$ cat src/sv/spq_pkg.sv
package spq_pkg;

   // Queue geometry.
   localparam int DEPTH = 16;
   localparam int OCC_W = $clog2(DEPTH + 1);

   // Fixed field widths.
   localparam int ID_W = 16;
   localparam int PRIO_W = 8;
   localparam int STAMP_W = 32;
   localparam int STATUS_W = 2;
   localparam int OCC_OUT_W = 5;
   localparam int LIMIT_W = 5;
   localparam logic [LIMIT_W-1:0] LIMIT_RESET = LIMIT_W'(16);

   // Common width for comparing occupancy against the configured limit.
   localparam int CMP_W = (OCC_W > OCC_OUT_W) ? OCC_W : OCC_OUT_W;

   // Configuration port.
   localparam int CSR_ADDR_W = 3;
   localparam int CSR_DATA_W = 32;
   localparam logic [CSR_ADDR_W-1:0] ADDR_CAPACITY_LIMIT = CSR_ADDR_W'(0);

   // Request kinds.
   localparam logic KIND_INSERT = 1'b0;
   localparam logic KIND_REMOVE = 1'b1;

   // Result status codes.
   typedef enum logic [STATUS_W-1:0] {
      ST_INSERTED = 2'd0,
      ST_REMOVED  = 2'd1,
      ST_FULL     = 2'd2,
      ST_EMPTY    = 2'd3
   } status_type;

   // Operation broadcast to every cell.
   typedef enum logic [1:0] {
      OP_HOLD,
      OP_INSERT,
      OP_REMOVE
   } cell_op_type;

   typedef struct packed {
      logic [ID_W-1:0]    id;
      logic [PRIO_W-1:0]  prio;
      logic [STAMP_W-1:0] stamp;
   } entry_type;

   typedef struct packed {
      cell_op_type op;
      entry_type   new_entry;
   } cell_ctrl_type;

endpackage

$ cat src/sv/spq_if.sv
// Request channel: one beat is an insert or a remove.
interface spq_req_if import spq_pkg::*; ();
   logic               valid;
   logic               ready;
   logic               kind;
   logic [ID_W-1:0]    entry_id;
   logic [PRIO_W-1:0]  entry_priority;
   logic [STAMP_W-1:0] arrival_stamp;

   modport source (output valid, kind, entry_id, entry_priority, arrival_stamp,
                   input ready);
   modport sink (input valid, kind, entry_id, entry_priority, arrival_stamp,
                 output ready);
endinterface

// Response channel: one beat per request.
interface spq_rsp_if import spq_pkg::*; ();
   logic                 valid;
   logic                 ready;
   logic [STATUS_W-1:0]  status;
   logic [ID_W-1:0]      head_id;
   logic [PRIO_W-1:0]    head_priority;
   logic [STAMP_W-1:0]   head_stamp;
   logic [OCC_OUT_W-1:0] occupancy_now;

   modport source (output valid, status, head_id, head_priority, head_stamp,
                   occupancy_now, input ready);
   modport sink (input valid, status, head_id, head_priority, head_stamp,
                 occupancy_now, output ready);
endinterface

$ cat src/sv/spq_csr.sv
module spq_csr import spq_pkg::*; (
   input  logic                  clock,
   input  logic                  reset,
   input  logic                  csr_psel,
   input  logic                  csr_penable,
   input  logic                  csr_pwrite,
   input  logic [CSR_ADDR_W-1:0] csr_paddr,
   input  logic [CSR_DATA_W-1:0] csr_pwdata,
   output logic [CSR_DATA_W-1:0] csr_prdata,
   output logic                  csr_pready,
   output logic [LIMIT_W-1:0]    capacity_limit
);

   logic [LIMIT_W-1:0] limit_ff;
   logic [LIMIT_W-1:0] limit_in;
   logic               wr_en;

   assign csr_pready = 1'b1;
   assign wr_en = csr_psel && csr_penable && csr_pwrite && csr_pready;

   // Capacity limit register; writes to other addresses are dropped.
   always_comb begin
      limit_in = limit_ff;
      if (wr_en && (csr_paddr == ADDR_CAPACITY_LIMIT)) begin
         limit_in = csr_pwdata[LIMIT_W-1:0];
      end
   end

   always_ff @(posedge clock) begin
      if (reset) begin
         limit_ff <= LIMIT_RESET;
      end else begin
         limit_ff <= limit_in;
      end
   end

   // Read back.
   always_comb begin
      csr_prdata = '0;
      if (csr_paddr == ADDR_CAPACITY_LIMIT) begin
         csr_prdata = CSR_DATA_W'(limit_ff);
      end
   end

   assign capacity_limit = limit_ff;

endmodule

$ cat src/sv/spq_cell.sv
module spq_cell import spq_pkg::*; (
   input  logic          clock,
   input  cell_ctrl_type ctrl,
   input  logic          slot_valid,
   input  entry_type     left_entry,
   input  logic          left_keep,
   input  entry_type     right_entry,
   output entry_type     entry,
   output logic          keep
);

   entry_type entry_ff;
   entry_type entry_in;

   // True when entry a must be served strictly before entry b.
   function automatic logic goes_before(entry_type a, entry_type b);
      logic result;
      if (a.prio != b.prio) begin
         result = a.prio < b.prio;
      end else begin
         result = a.stamp < b.stamp;
      end
      return result;
   endfunction

   // A held entry stays put on insert unless the new entry ranks ahead of it.
   assign keep = slot_valid && !goes_before(ctrl.new_entry, entry_ff);

   // Hold, take the new entry, shift down from the left, or shift up from the right.
   always_comb begin
      unique case (ctrl.op)
         OP_INSERT: begin
            if (keep) begin
               entry_in = entry_ff;
            end else if (left_keep) begin
               entry_in = ctrl.new_entry;
            end else begin
               entry_in = left_entry;
            end
         end
         OP_REMOVE: begin
            entry_in = right_entry;
         end
         default: begin
            entry_in = entry_ff;
         end
      endcase
   end

   always_ff @(posedge clock) begin
      entry_ff <= entry_in;
   end

   assign entry = entry_ff;

endmodule

$ cat src/sv/sorted_priority_queue.sv
// Sorted priority queue built as a row of DEPTH cells, the head in cell 0. An insert
// is placed in order (lower priority value first, then smaller arrival stamp, then
// earlier insert) and a remove pops the head; every request returns one response beat
// carrying the status, the removed entry and the occupancy after the request. For each
// request, all cells compare against the new entry in parallel and shift by one place
// at the same edge, so one request is accepted per cycle while the response
// register is empty or being drained. The response is registered. Inserts beyond the
// capacity limit register (saturated at DEPTH) are rejected; removes on an empty queue
// report empty.
module sorted_priority_queue import spq_pkg::*; (
   input  logic                  clock,
   input  logic                  reset,
   spq_req_if.sink               req_ch,
   spq_rsp_if.source             rsp_ch,
   input  logic                  csr_psel,
   input  logic                  csr_penable,
   input  logic                  csr_pwrite,
   input  logic [CSR_ADDR_W-1:0] csr_paddr,
   input  logic [CSR_DATA_W-1:0] csr_pwdata,
   output logic [CSR_DATA_W-1:0] csr_prdata,
   output logic                  csr_pready
);

   logic [LIMIT_W-1:0]   capacity_limit;
   logic [CMP_W-1:0]     limit_eff;
   logic [CMP_W-1:0]     occ_ext;
   logic [OCC_W-1:0]     occ_ff;
   logic [OCC_W-1:0]     occ_in;
   logic                 accept;
   cell_ctrl_type        ctrl;
   entry_type            cell_entry [DEPTH];
   logic                 cell_keep [DEPTH];

   logic                 rsp_valid_ff;
   logic                 rsp_valid_in;
   status_type           status_ff;
   status_type           status_in;
   entry_type            head_ff;
   entry_type            head_in;
   logic [OCC_OUT_W-1:0] occ_out_ff;
   logic [OCC_OUT_W-1:0] occ_out_in;

   spq_csr u_csr (
      .clock          (clock),
      .reset          (reset),
      .csr_psel       (csr_psel),
      .csr_penable    (csr_penable),
      .csr_pwrite     (csr_pwrite),
      .csr_paddr      (csr_paddr),
      .csr_pwdata     (csr_pwdata),
      .csr_prdata     (csr_prdata),
      .csr_pready     (csr_pready),
      .capacity_limit (capacity_limit)
   );

   // Effective limit saturates at the number of cells.
   assign occ_ext = CMP_W'(occ_ff);
   always_comb begin
      if (CMP_W'(capacity_limit) > CMP_W'(DEPTH)) begin
         limit_eff = CMP_W'(DEPTH);
      end else begin
         limit_eff = CMP_W'(capacity_limit);
      end
   end

   // A new request is taken whenever the response register is free or draining.
   assign req_ch.ready = !rsp_valid_ff || rsp_ch.ready;
   assign accept = req_ch.valid && req_ch.ready;

   // Decode the request into a cell operation and the response beat.
   always_comb begin
      ctrl.op = OP_HOLD;
      ctrl.new_entry.id = req_ch.entry_id;
      ctrl.new_entry.prio = req_ch.entry_priority;
      ctrl.new_entry.stamp = req_ch.arrival_stamp;
      occ_in = occ_ff;
      status_in = status_ff;
      head_in = head_ff;
      if (accept) begin
         head_in = '0;
         if (req_ch.kind == KIND_INSERT) begin
            if (occ_ext >= limit_eff) begin
               status_in = ST_FULL;
            end else begin
               ctrl.op = OP_INSERT;
               occ_in = occ_ff + OCC_W'(1);
               status_in = ST_INSERTED;
            end
         end else begin
            if (occ_ff == '0) begin
               status_in = ST_EMPTY;
            end else begin
               ctrl.op = OP_REMOVE;
               occ_in = occ_ff - OCC_W'(1);
               status_in = ST_REMOVED;
               head_in = cell_entry[0];
            end
         end
      end
   end

   assign occ_out_in = accept ? OCC_OUT_W'(occ_in) : occ_out_ff;

   // Response valid: set by an accepted request, cleared when the beat is taken.
   always_comb begin
      rsp_valid_in = rsp_valid_ff;
      if (accept) begin
         rsp_valid_in = 1'b1;
      end else if (rsp_ch.ready) begin
         rsp_valid_in = 1'b0;
      end
   end

   // Row of cells; cell 0 is the head, shifts run toward the tail on insert.
   for (genvar i = 0; i < DEPTH; i++) begin : g_cell
      entry_type left_entry;
      logic      left_keep;
      entry_type right_entry;
      logic      slot_valid;

      assign slot_valid = occ_ff > OCC_W'(i);

      if (i == 0) begin : g_head
         assign left_entry = cell_entry[0];
         assign left_keep = 1'b1;
      end else begin : g_body
         assign left_entry = cell_entry[i-1];
         assign left_keep = cell_keep[i-1];
      end

      if (i == DEPTH - 1) begin : g_tail
         assign right_entry = cell_entry[i];
      end else begin : g_mid
         assign right_entry = cell_entry[i+1];
      end

      spq_cell u_cell (
         .clock       (clock),
         .ctrl        (ctrl),
         .slot_valid  (slot_valid),
         .left_entry  (left_entry),
         .left_keep   (left_keep),
         .right_entry (right_entry),
         .entry       (cell_entry[i]),
         .keep        (cell_keep[i])
      );
   end

   // Control registers.
   always_ff @(posedge clock) begin
      if (reset) begin
         occ_ff <= '0;
         rsp_valid_ff <= 1'b0;
      end else begin
         occ_ff <= occ_in;
         rsp_valid_ff <= rsp_valid_in;
      end
   end

   // Response payload registers.
   always_ff @(posedge clock) begin
      status_ff <= status_in;
      head_ff <= head_in;
      occ_out_ff <= occ_out_in;
   end

   assign rsp_ch.valid = rsp_valid_ff;
   assign rsp_ch.status = status_ff;
   assign rsp_ch.head_id = head_ff.id;
   assign rsp_ch.head_priority = head_ff.prio;
   assign rsp_ch.head_stamp = head_ff.stamp;
   assign rsp_ch.occupancy_now = occ_out_ff;

endmodule
$ cat src/flat_wrapper.sv
// flat-port wrapper written by rule: the top's interface ports become plain ports
module sorted_priority_queue_flat import spq_pkg::*;
  (clock, reset, csr_psel, csr_penable, csr_pwrite, csr_paddr, csr_pwdata, csr_prdata, csr_pready, req_ch_valid, req_ch_kind, req_ch_entry_id, req_ch_entry_priority, req_ch_arrival_stamp, req_ch_ready, rsp_ch_valid, rsp_ch_status, rsp_ch_head_id, rsp_ch_head_priority, rsp_ch_head_stamp, rsp_ch_occupancy_now, rsp_ch_ready);
  spq_req_if req_ch_i ();
  spq_rsp_if rsp_ch_i ();
  input  logic clock;
  input  logic reset;
  input  logic csr_psel;
  input  logic csr_penable;
  input  logic csr_pwrite;
  input  logic [CSR_ADDR_W-1:0] csr_paddr;
  input  logic [CSR_DATA_W-1:0] csr_pwdata;
  output logic [CSR_DATA_W-1:0] csr_prdata;
  output logic csr_pready;
  input wire logic [$bits(req_ch_i.valid)-1:0] req_ch_valid;
  input wire logic [$bits(req_ch_i.kind)-1:0] req_ch_kind;
  input wire logic [$bits(req_ch_i.entry_id)-1:0] req_ch_entry_id;
  input wire logic [$bits(req_ch_i.entry_priority)-1:0] req_ch_entry_priority;
  input wire logic [$bits(req_ch_i.arrival_stamp)-1:0] req_ch_arrival_stamp;
  output wire logic [$bits(req_ch_i.ready)-1:0] req_ch_ready;
  output wire logic [$bits(rsp_ch_i.valid)-1:0] rsp_ch_valid;
  output wire logic [$bits(rsp_ch_i.status)-1:0] rsp_ch_status;
  output wire logic [$bits(rsp_ch_i.head_id)-1:0] rsp_ch_head_id;
  output wire logic [$bits(rsp_ch_i.head_priority)-1:0] rsp_ch_head_priority;
  output wire logic [$bits(rsp_ch_i.head_stamp)-1:0] rsp_ch_head_stamp;
  output wire logic [$bits(rsp_ch_i.occupancy_now)-1:0] rsp_ch_occupancy_now;
  input wire logic [$bits(rsp_ch_i.ready)-1:0] rsp_ch_ready;
  assign req_ch_i.valid = req_ch_valid;
  assign req_ch_i.kind = req_ch_kind;
  assign req_ch_i.entry_id = req_ch_entry_id;
  assign req_ch_i.entry_priority = req_ch_entry_priority;
  assign req_ch_i.arrival_stamp = req_ch_arrival_stamp;
  assign req_ch_ready = req_ch_i.ready;
  assign rsp_ch_valid = rsp_ch_i.valid;
  assign rsp_ch_status = rsp_ch_i.status;
  assign rsp_ch_head_id = rsp_ch_i.head_id;
  assign rsp_ch_head_priority = rsp_ch_i.head_priority;
  assign rsp_ch_head_stamp = rsp_ch_i.head_stamp;
  assign rsp_ch_occupancy_now = rsp_ch_i.occupancy_now;
  assign rsp_ch_i.ready = rsp_ch_ready;
  sorted_priority_queue u_core (.clock(clock), .reset(reset), .req_ch(req_ch_i), .rsp_ch(rsp_ch_i), .csr_psel(csr_psel), .csr_penable(csr_penable), .csr_pwrite(csr_pwrite), .csr_paddr(csr_paddr), .csr_pwdata(csr_pwdata), .csr_prdata(csr_prdata), .csr_pready(csr_pready));
endmodule
$ cat config.mk
export PLATFORM = sky130hd
export DESIGN_NAME = sorted_priority_queue_flat
export DESIGN_NICKNAME = d
export VERILOG_FILES = /design/src/sv/spq_pkg.sv /design/src/sv/spq_if.sv /design/src/sv/spq_csr.sv /design/src/sv/spq_cell.sv /design/src/sv/sorted_priority_queue.sv /design/src/flat_wrapper.sv
export SDC_FILE = /design/constraint.sdc
export NUM_CORES = 2
export LEC_CHECK = 0
export CORE_ASPECT_RATIO = 0.75
export CORE_MARGIN = 5
export CORE_UTILIZATION = 47
export CTS_BUF_LIST = sky130_fd_sc_hd__clkbuf_8
export DETAILED_ROUTE_END_ITERATION = 8
export DONT_BUFFER_PORTS = 1
export GPL_ROUTABILITY_DRIVEN = 1
export SETUP_SLACK_MARGIN = 0.5
export SLEW_MARGIN = 30
export SYNTH_ARGS = -nofsm -noshare
export SYNTH_HDL_FRONTEND = slang
export SYNTH_SLANG_ARGS = --single-unit
$ cat constraint.sdc
create_clock -name clock -period 11.8 [get_ports clock]
set_clock_uncertainty 0.1 [all_clocks]
set_input_delay 2.36 -clock clock [delete_from_list [all_inputs] [get_ports clock]]
set_output_delay 2.36 -clock clock [all_outputs]
set_load 0.05 [all_outputs]
* Word level (Yosys, flattened, before mapping)
Index checks and enable logic that the tools add are counted.
Storage, ports and cells: register bits 970, latch bits 0, ROM bits 0, bits in writable memories 0, output and inout port bits 98, logic and storage cells 278, memories kept 0
Cells by class: mux-type cells 76, divide/modulo/power cells 0, multipliers 0, $lt $le $gt $ge 50, reductions and logical operators 59, add/sub/neg operators 2, bitwise logic cells 2, eq/ne operators 33, shift operators 0
Operators by type and width (number):
- 56-bit 2-to-1 mux | 30
- 56-bit one-hot mux with 2 select lines | 15
- 32-bit less-than comparator | 16
- 8-bit less-than comparator | 16
- 8-bit != test | 16
- 5-bit by 4-bit > comparator with 1-bit output, second input constant | 8
- 2-bit AND reduction | 16
- 5-bit 2-to-1 mux | 6
- 2-bit != test, second input constant | 15
- 5-bit by 3-bit > comparator with 1-bit output, second input constant | 4
- 1-bit logical AND | 20
- 1-bit 2-to-1 mux | 19
- 1-bit logical NOT | 17
- 2-bit 2-to-1 mux | 6
- 5-bit by 1-bit > comparator with 1-bit output, second input constant | 2
- 5-bit by 2-bit > comparator with 1-bit output, second input constant | 2
- 5-bit by 1-bit adder with 5-bit output, second input constant | 1
- 5-bit greater-or-equal comparator | 1
- 5-bit > comparator, second input constant | 1
- 5-bit logical NOT | 1
- 5-bit by 1-bit subtractor with 5-bit output, second input constant | 1
- 2-bit nonzero test | 2
- 3-bit logical NOT | 1
- 2-bit by 1-bit == test with 1-bit output, second input constant | 1
- 4 further kinds | 5

* Logic depth before layout (Yosys ltp)
depth in word-level cells 9, gate-level depth with buffers 12, gate-level depth less buffers 9

* Cells and area by module
Synthesis repeated with hierarchy kept, for this count alone.
Unflattened totals: cells, all modules 6592, area total of the unflattened synthesis 65788.1 um^2
By module, submodules not included:
- spq_cell | seq. area each 1681.6 um^2, cells an instance 393, area each 3885.0 um^2, instances 16
- sorted_priority_queue | seq. area each 2011.9 um^2, cells an instance 245, area each 3131.8 um^2, instances 1
- spq_csr | seq. area each 100.1 um^2, cells an instance 59, area each 496.7 um^2, instances 1

* Worst setup path before layout
OpenSTA, ideal clock, no wires.
kind input to register, start input req_ch_entry_priority[0], end register u_core.g_cell[9].u_cell.entry_ff, in the netlist u_core.g_cell[9].u_cell.entry[0], enable pin, data arrival time 8.325 ns, slack 2.828 ns, library setup time 0.547 ns, stages on the path 10, path through clkbuf_1 -> inv_1 -> ha_1 -> nand2b_1 -> a2111oi_0 -> nand4_1 -> o211a_1 -> clkbuf_1 -> clkbuf_1 -> o21ai_0
Between the ends: word-level cells in the longest chain between the ends 6, elaborated cells on any way between the ends 7, classes of those cells order compare: 1; eq/ne: 2; mux: 1; reduce/logical: 3
RTL lines:
- start, declared | RTL line flat_wrapper.sv:18 | input wire logic [$bits(req_ch_i.entry_priority)-1:0] req_ch_entry_priority;
- 8-bit less-than comparator or 8-bit != test (tied branches) | RTL line spq_cell.sv:19, spq_cell.sv:18
- 1-bit 2-to-1 mux (*) | RTL line spq_cell.sv:18 | if (a.prio != b.prio) begin
- 1-bit logical NOT (*) | RTL line spq_cell.sv:27 | assign keep = slot_valid && !goes_before(ctrl.new_entry, entry_ff);
- 1-bit logical AND (*) | RTL line spq_cell.sv:27
- 2-bit != test (no line) (*)
- 2-bit AND reduction (no line) (*)
- end signal, assigned | RTL line spq_cell.sv:51 | entry_ff <= entry_in;
- end, declared | RTL line spq_cell.sv:12 | entry_type entry_ff;
Mark *: on every way between the ends. The rest lies on a longest branch, timed or not. A chain may end at the register's enable or synchronous reset.

* Worst setup path in the final report
start input req_ch_arrival_stamp[11], end register u_core.g_cell[11].u_cell.entry_ff, in the netlist u_core.g_cell[11].u_cell.entry[4], enable pin
Between the ends: word-level cells in the longest chain between the ends 6
RTL lines:
- start, declared | RTL line flat_wrapper.sv:19 | input wire logic [$bits(req_ch_i.arrival_stamp)-1:0] req_ch_arrival_stamp;
- 32-bit less-than comparator | RTL line spq_cell.sv:21 | result = a.stamp < b.stamp;
- 1-bit 2-to-1 mux | RTL line spq_cell.sv:18
- 1-bit logical NOT | RTL line spq_cell.sv:27
- 1-bit logical AND | RTL line spq_cell.sv:27
- 2-bit != test (no line)
- 2-bit AND reduction (no line)
- end signal, assigned | RTL line spq_cell.sv:51
- end, declared | RTL line spq_cell.sv:12
Every way passes these cells.

==> flow_summary_export.csv <==
group,metric,value,unit
outcome,outcome,"finished clean",
cts,root_buffer,"clkbuf_8",
routing,drt-total-wl,213000,um
worst_setup_path,worstSetupEndpointType,"flop",
yosys,syn_avg_cell_area,10.1,sq um
placement,dpl.cell_count,7626,
cts,cts_setup_buffers,0,
yosys,syn_inst,6223,
floorplanning,die_h,327,um
worst_setup_path,cp.arrival,6.74,ns
floorplanning,die_area,142000,sq um
yosys,syn_area,63100,sq um
timing,maxSlewViolCount,0,
cts,clock_sinks,970,
yosys,synth.area.top_cells,"edfxtp_1, ha_1, o221ai_1, nand3_1, inv_1",
yosys,synth_cell_types,79,
cts,numCtsBuffers,166,
worst_setup_path,timing.critical_path.cells,"ha_1 > a21oi_1 > o21ai_0 > a221o_1 > o311a_1 > o41ai_4 > buf_6 > buf_4 > nand2_1 > nand2_4 > buf_4",
cts,cts_repair_resize_count,0,
global_routing,grt_util_all_layers,0.291,
flow_run,maxCapViolCount,0,
routing,drtIter0Drc,6367,
global_routing,antenna_found_initial,3,
timing,fin_crit,6.32,ns
cts,insertion_delay,0.92,ns
worst_setup_path,critPathMaxFanout,43,
floorplanning,rows,116,
timing,setup_ws,5.48,ns
cts,clkSlewWorstSetupHoldPaths,0.06,ns
global_routing,overflow,0,
routing,drc_errors,0,
timing,finalHoldViolCount,0,
placement,io_buffers,0,
routing,vias,51400,
global_routing,grt_pass1_vias,48800,
power_and_ir_drop,clkPwrFrac,0.306,
timing,tns,0,ns
worst_setup_path,crit_type,"input port to flop",
power_and_ir_drop,seqPwrFrac,0.480,
cts,tritoncts,"yes",
global_routing,grt_pass1_wl,314000,um
yosys,ys_seq_area_frac,0.460,
timing,grt_setup_unrepaired,"no",
final_layout,finalNonFillerCells,7929,
worst_setup_path,cp.required,12.21,ns
placement,dpl.hpwl,142000,um
floorplanning,coreArea,133000,sq um
timing,fin_crit_sh,0.536,
yosys,async_flop_share,0,
yosys,synth_area_leader_cell,"edfxtp_1",
power_and_ir_drop,internal_power,6.44,mW
timing,setup_viol,0,
final_layout,final_nets,6757,
final_layout,area_growth_syn_to_layout,6.91,%
worst_hold_path,hold_class,"flop to flop",
routing,post_drt_wl_per_cell,26.9,um
placement,gp_congestion,0.951,
floorplanning,die-width,433,um
routing,avgViaCountPerCell,6.48,
floorplanning,start_util,0.473,
power_and_ir_drop,combPwrFrac,0.214,
power_and_ir_drop,power_density,142,nW/um^2
yosys,synth_top_area_frac,0.456,
worst_setup_path,worst-path-buf-inv,3,
cts,holdBufCountCts,0,
power_and_ir_drop,p_leak,27.7,nW
placement,place_ws,4.76,ns
final_layout,drive_above_1_share,0.0653,
timing,worst_pin_slew,1.06,ns
yosys,synth-main-ff-cell,"edfxtp_1",
yosys,ys_ff_latch,970,
worst_setup_path,crit_top_cell,"buf_4",
power_and_ir_drop,vdd_drop_max,119,uV
yosys,synth_edf_count,959,
worst_setup_path,crit_slowest_cell,"buf_4",
cts,cts.path.max_buffers,3,
worst_setup_path,critical-path-top-delay-family,"compound AO/OA/AOI/OAI gates",
routing,dr.pass1.iters,9,
yosys,ys_warn_count,0,
worst_setup_path,cp-start-kind,"input port",
timing,fmax,158,MHz
cts,cts_max_level,4,
global_routing,grt_max_degree,193,
power_and_ir_drop,switching_power,3.14,mW
worst_setup_path,max_stage_delay,0.83,ns
power_and_ir_drop,switching_share,0.328,
floorplanning,pin_count,197,
timing,maxSlewHeadroom,0.290,
routing,postRouteAntennaNets,0,
==> routing by layer <==
metal / share of wire / wire [um] / track usage
met4: 0.030 / 6400 / 0.0994
met1: 0.44 / 93700 / 0.417
met5: 0.000047 / 10 / 0
met3: 0.10 / 22200 / 0.0713
met2: 0.43 / 90800 / 0.431
==> final timing paths <==
| check | slack, ns | start | to | depth (start not counted) |
|---|---|---|---|---|
| worst min register to register | 0.41 | u_core.u_csr.capacity_limit[0] | u_core.u_csr.capacity_limit[0] | 2 |
| worst max register to register | 6.56 | u_core.g_cell[11].u_cell.entry[9] | u_core.g_cell[11].u_cell.entry[4] | 12 |
| worst min-delay path | 0.41 | u_core.u_csr.capacity_limit[0] | u_core.u_csr.capacity_limit[0] | 2 |
| worst max-delay path | 5.48 | req_ch_arrival_stamp[11] | u_core.g_cell[11].u_cell.entry[4] | 11 |
==> sequential cells by signal, indices dropped and copies added (netlist names) <==
register / flops
u_core.rsp_ch.head_priority: 8
u_core.rsp_ch.status: 2
u_core.u_csr.capacity_limit: 5
u_core.occ_ext: 5
u_core.rsp_ch.head_id: 16
u_core.g_cell.u_cell.entry: 896
u_core.rsp_ch.head_stamp: 32
u_core.rsp_ch.valid: 1
u_core.rsp_ch.occupancy_now: 5
==> power groups by stage <==
stage / combinational [mW] / clock, mW / sequential, mW
after floorplan: 1.44 / 0 / 4.59
after global placement: 1.93 / 0 / 4.65
after detailed placement: 2.01 / 0 / 4.66
after global routing: 2.26 / 3.13 / 4.63
final: 2.05 / 2.93 / 4.60
after CTS: 2.01 / 2.97 / 4.59
==> final cells by class <==
class | count | area, sq um
multi-input combinational | 4163 | 30100
clock inverter | 130 | 656
sequential | 970 | 29000
antenna | 5 | 12.5
fill | 12200 | 65900
inverter | 633 | 2380
timing repair buffer | 90 | 801
tap | 1770 | 2210
clock buffer | 168 | 2310
==> layout by cell type, fill, tap and decap left out, drive strengths merged, types with 69 or more instances in the layout <==
| cell type | instances |
|---|---|
| o21ai | 241 |
| nand4 | 83 |
| nor2 | 244 |
| mux2i | 174 |
| ha | 634 |
| nand3 | 526 |
| or3 | 69 |
| nand2 | 589 |
| o221ai | 306 |
| inv | 701 |
| and2 | 81 |
| nor3 | 115 |
| clkbuf | 168 |
| buf | 90 |
| edfxtp | 959 |
| o211ai | 159 |
| a21oi | 273 |
==> per-stage QoR <==
step	instance area, sq um	power (mW)	hold WS, ns	util
6_report	67500	9.58	0.414	0.506
2_1_floorplan	63200	6.03	0.367	-
5_1_grt	67500	10.0	0.463	0.506
3_5_place_dp	64500	6.67	0.402	0.484
4_1_cts	67500	9.58	0.420	0.506
3_3_place_gp	64400	6.58	0.394	0.483
==> tightest hold or removal path, stage by stage (launching register included) <==
cell     delay [ns]
dfxtp_1        0.34
mux2i_1        0.07
nor2_1         0.07
==> cell families after synthesis <==
kind of cell,synth area share
compound gates,0.170
simple gates,0.135
mux,0.0376
buf+inv,0.0721
xor+xnor,0.000139
fa+ha+maj,0.126
flops,0.460
other cells,0.000119
==> synth_stat cells (42+ instances only) <==
library cell,count
nand4_1,83
a32o_1,56
or3_1,69
buf_2,103
a221o_1,67
and2_1,80
nand2_1,588
mux2i_1,174
o21ai_1,126
nor3_1,114
a21o_1,59
edfxtp_1,959
inv_1,632
o311a_1,58
o31ai_1,58
ha_1,634
o221ai_1,306
clkbuf_1,308
nand3_1,526
o21ai_0,115
nor2_1,244
a21oi_1,273
buf_4,44
a31o_2,42
o211ai_1,158
Note: power is estimated with default switching activity, not from simulation.
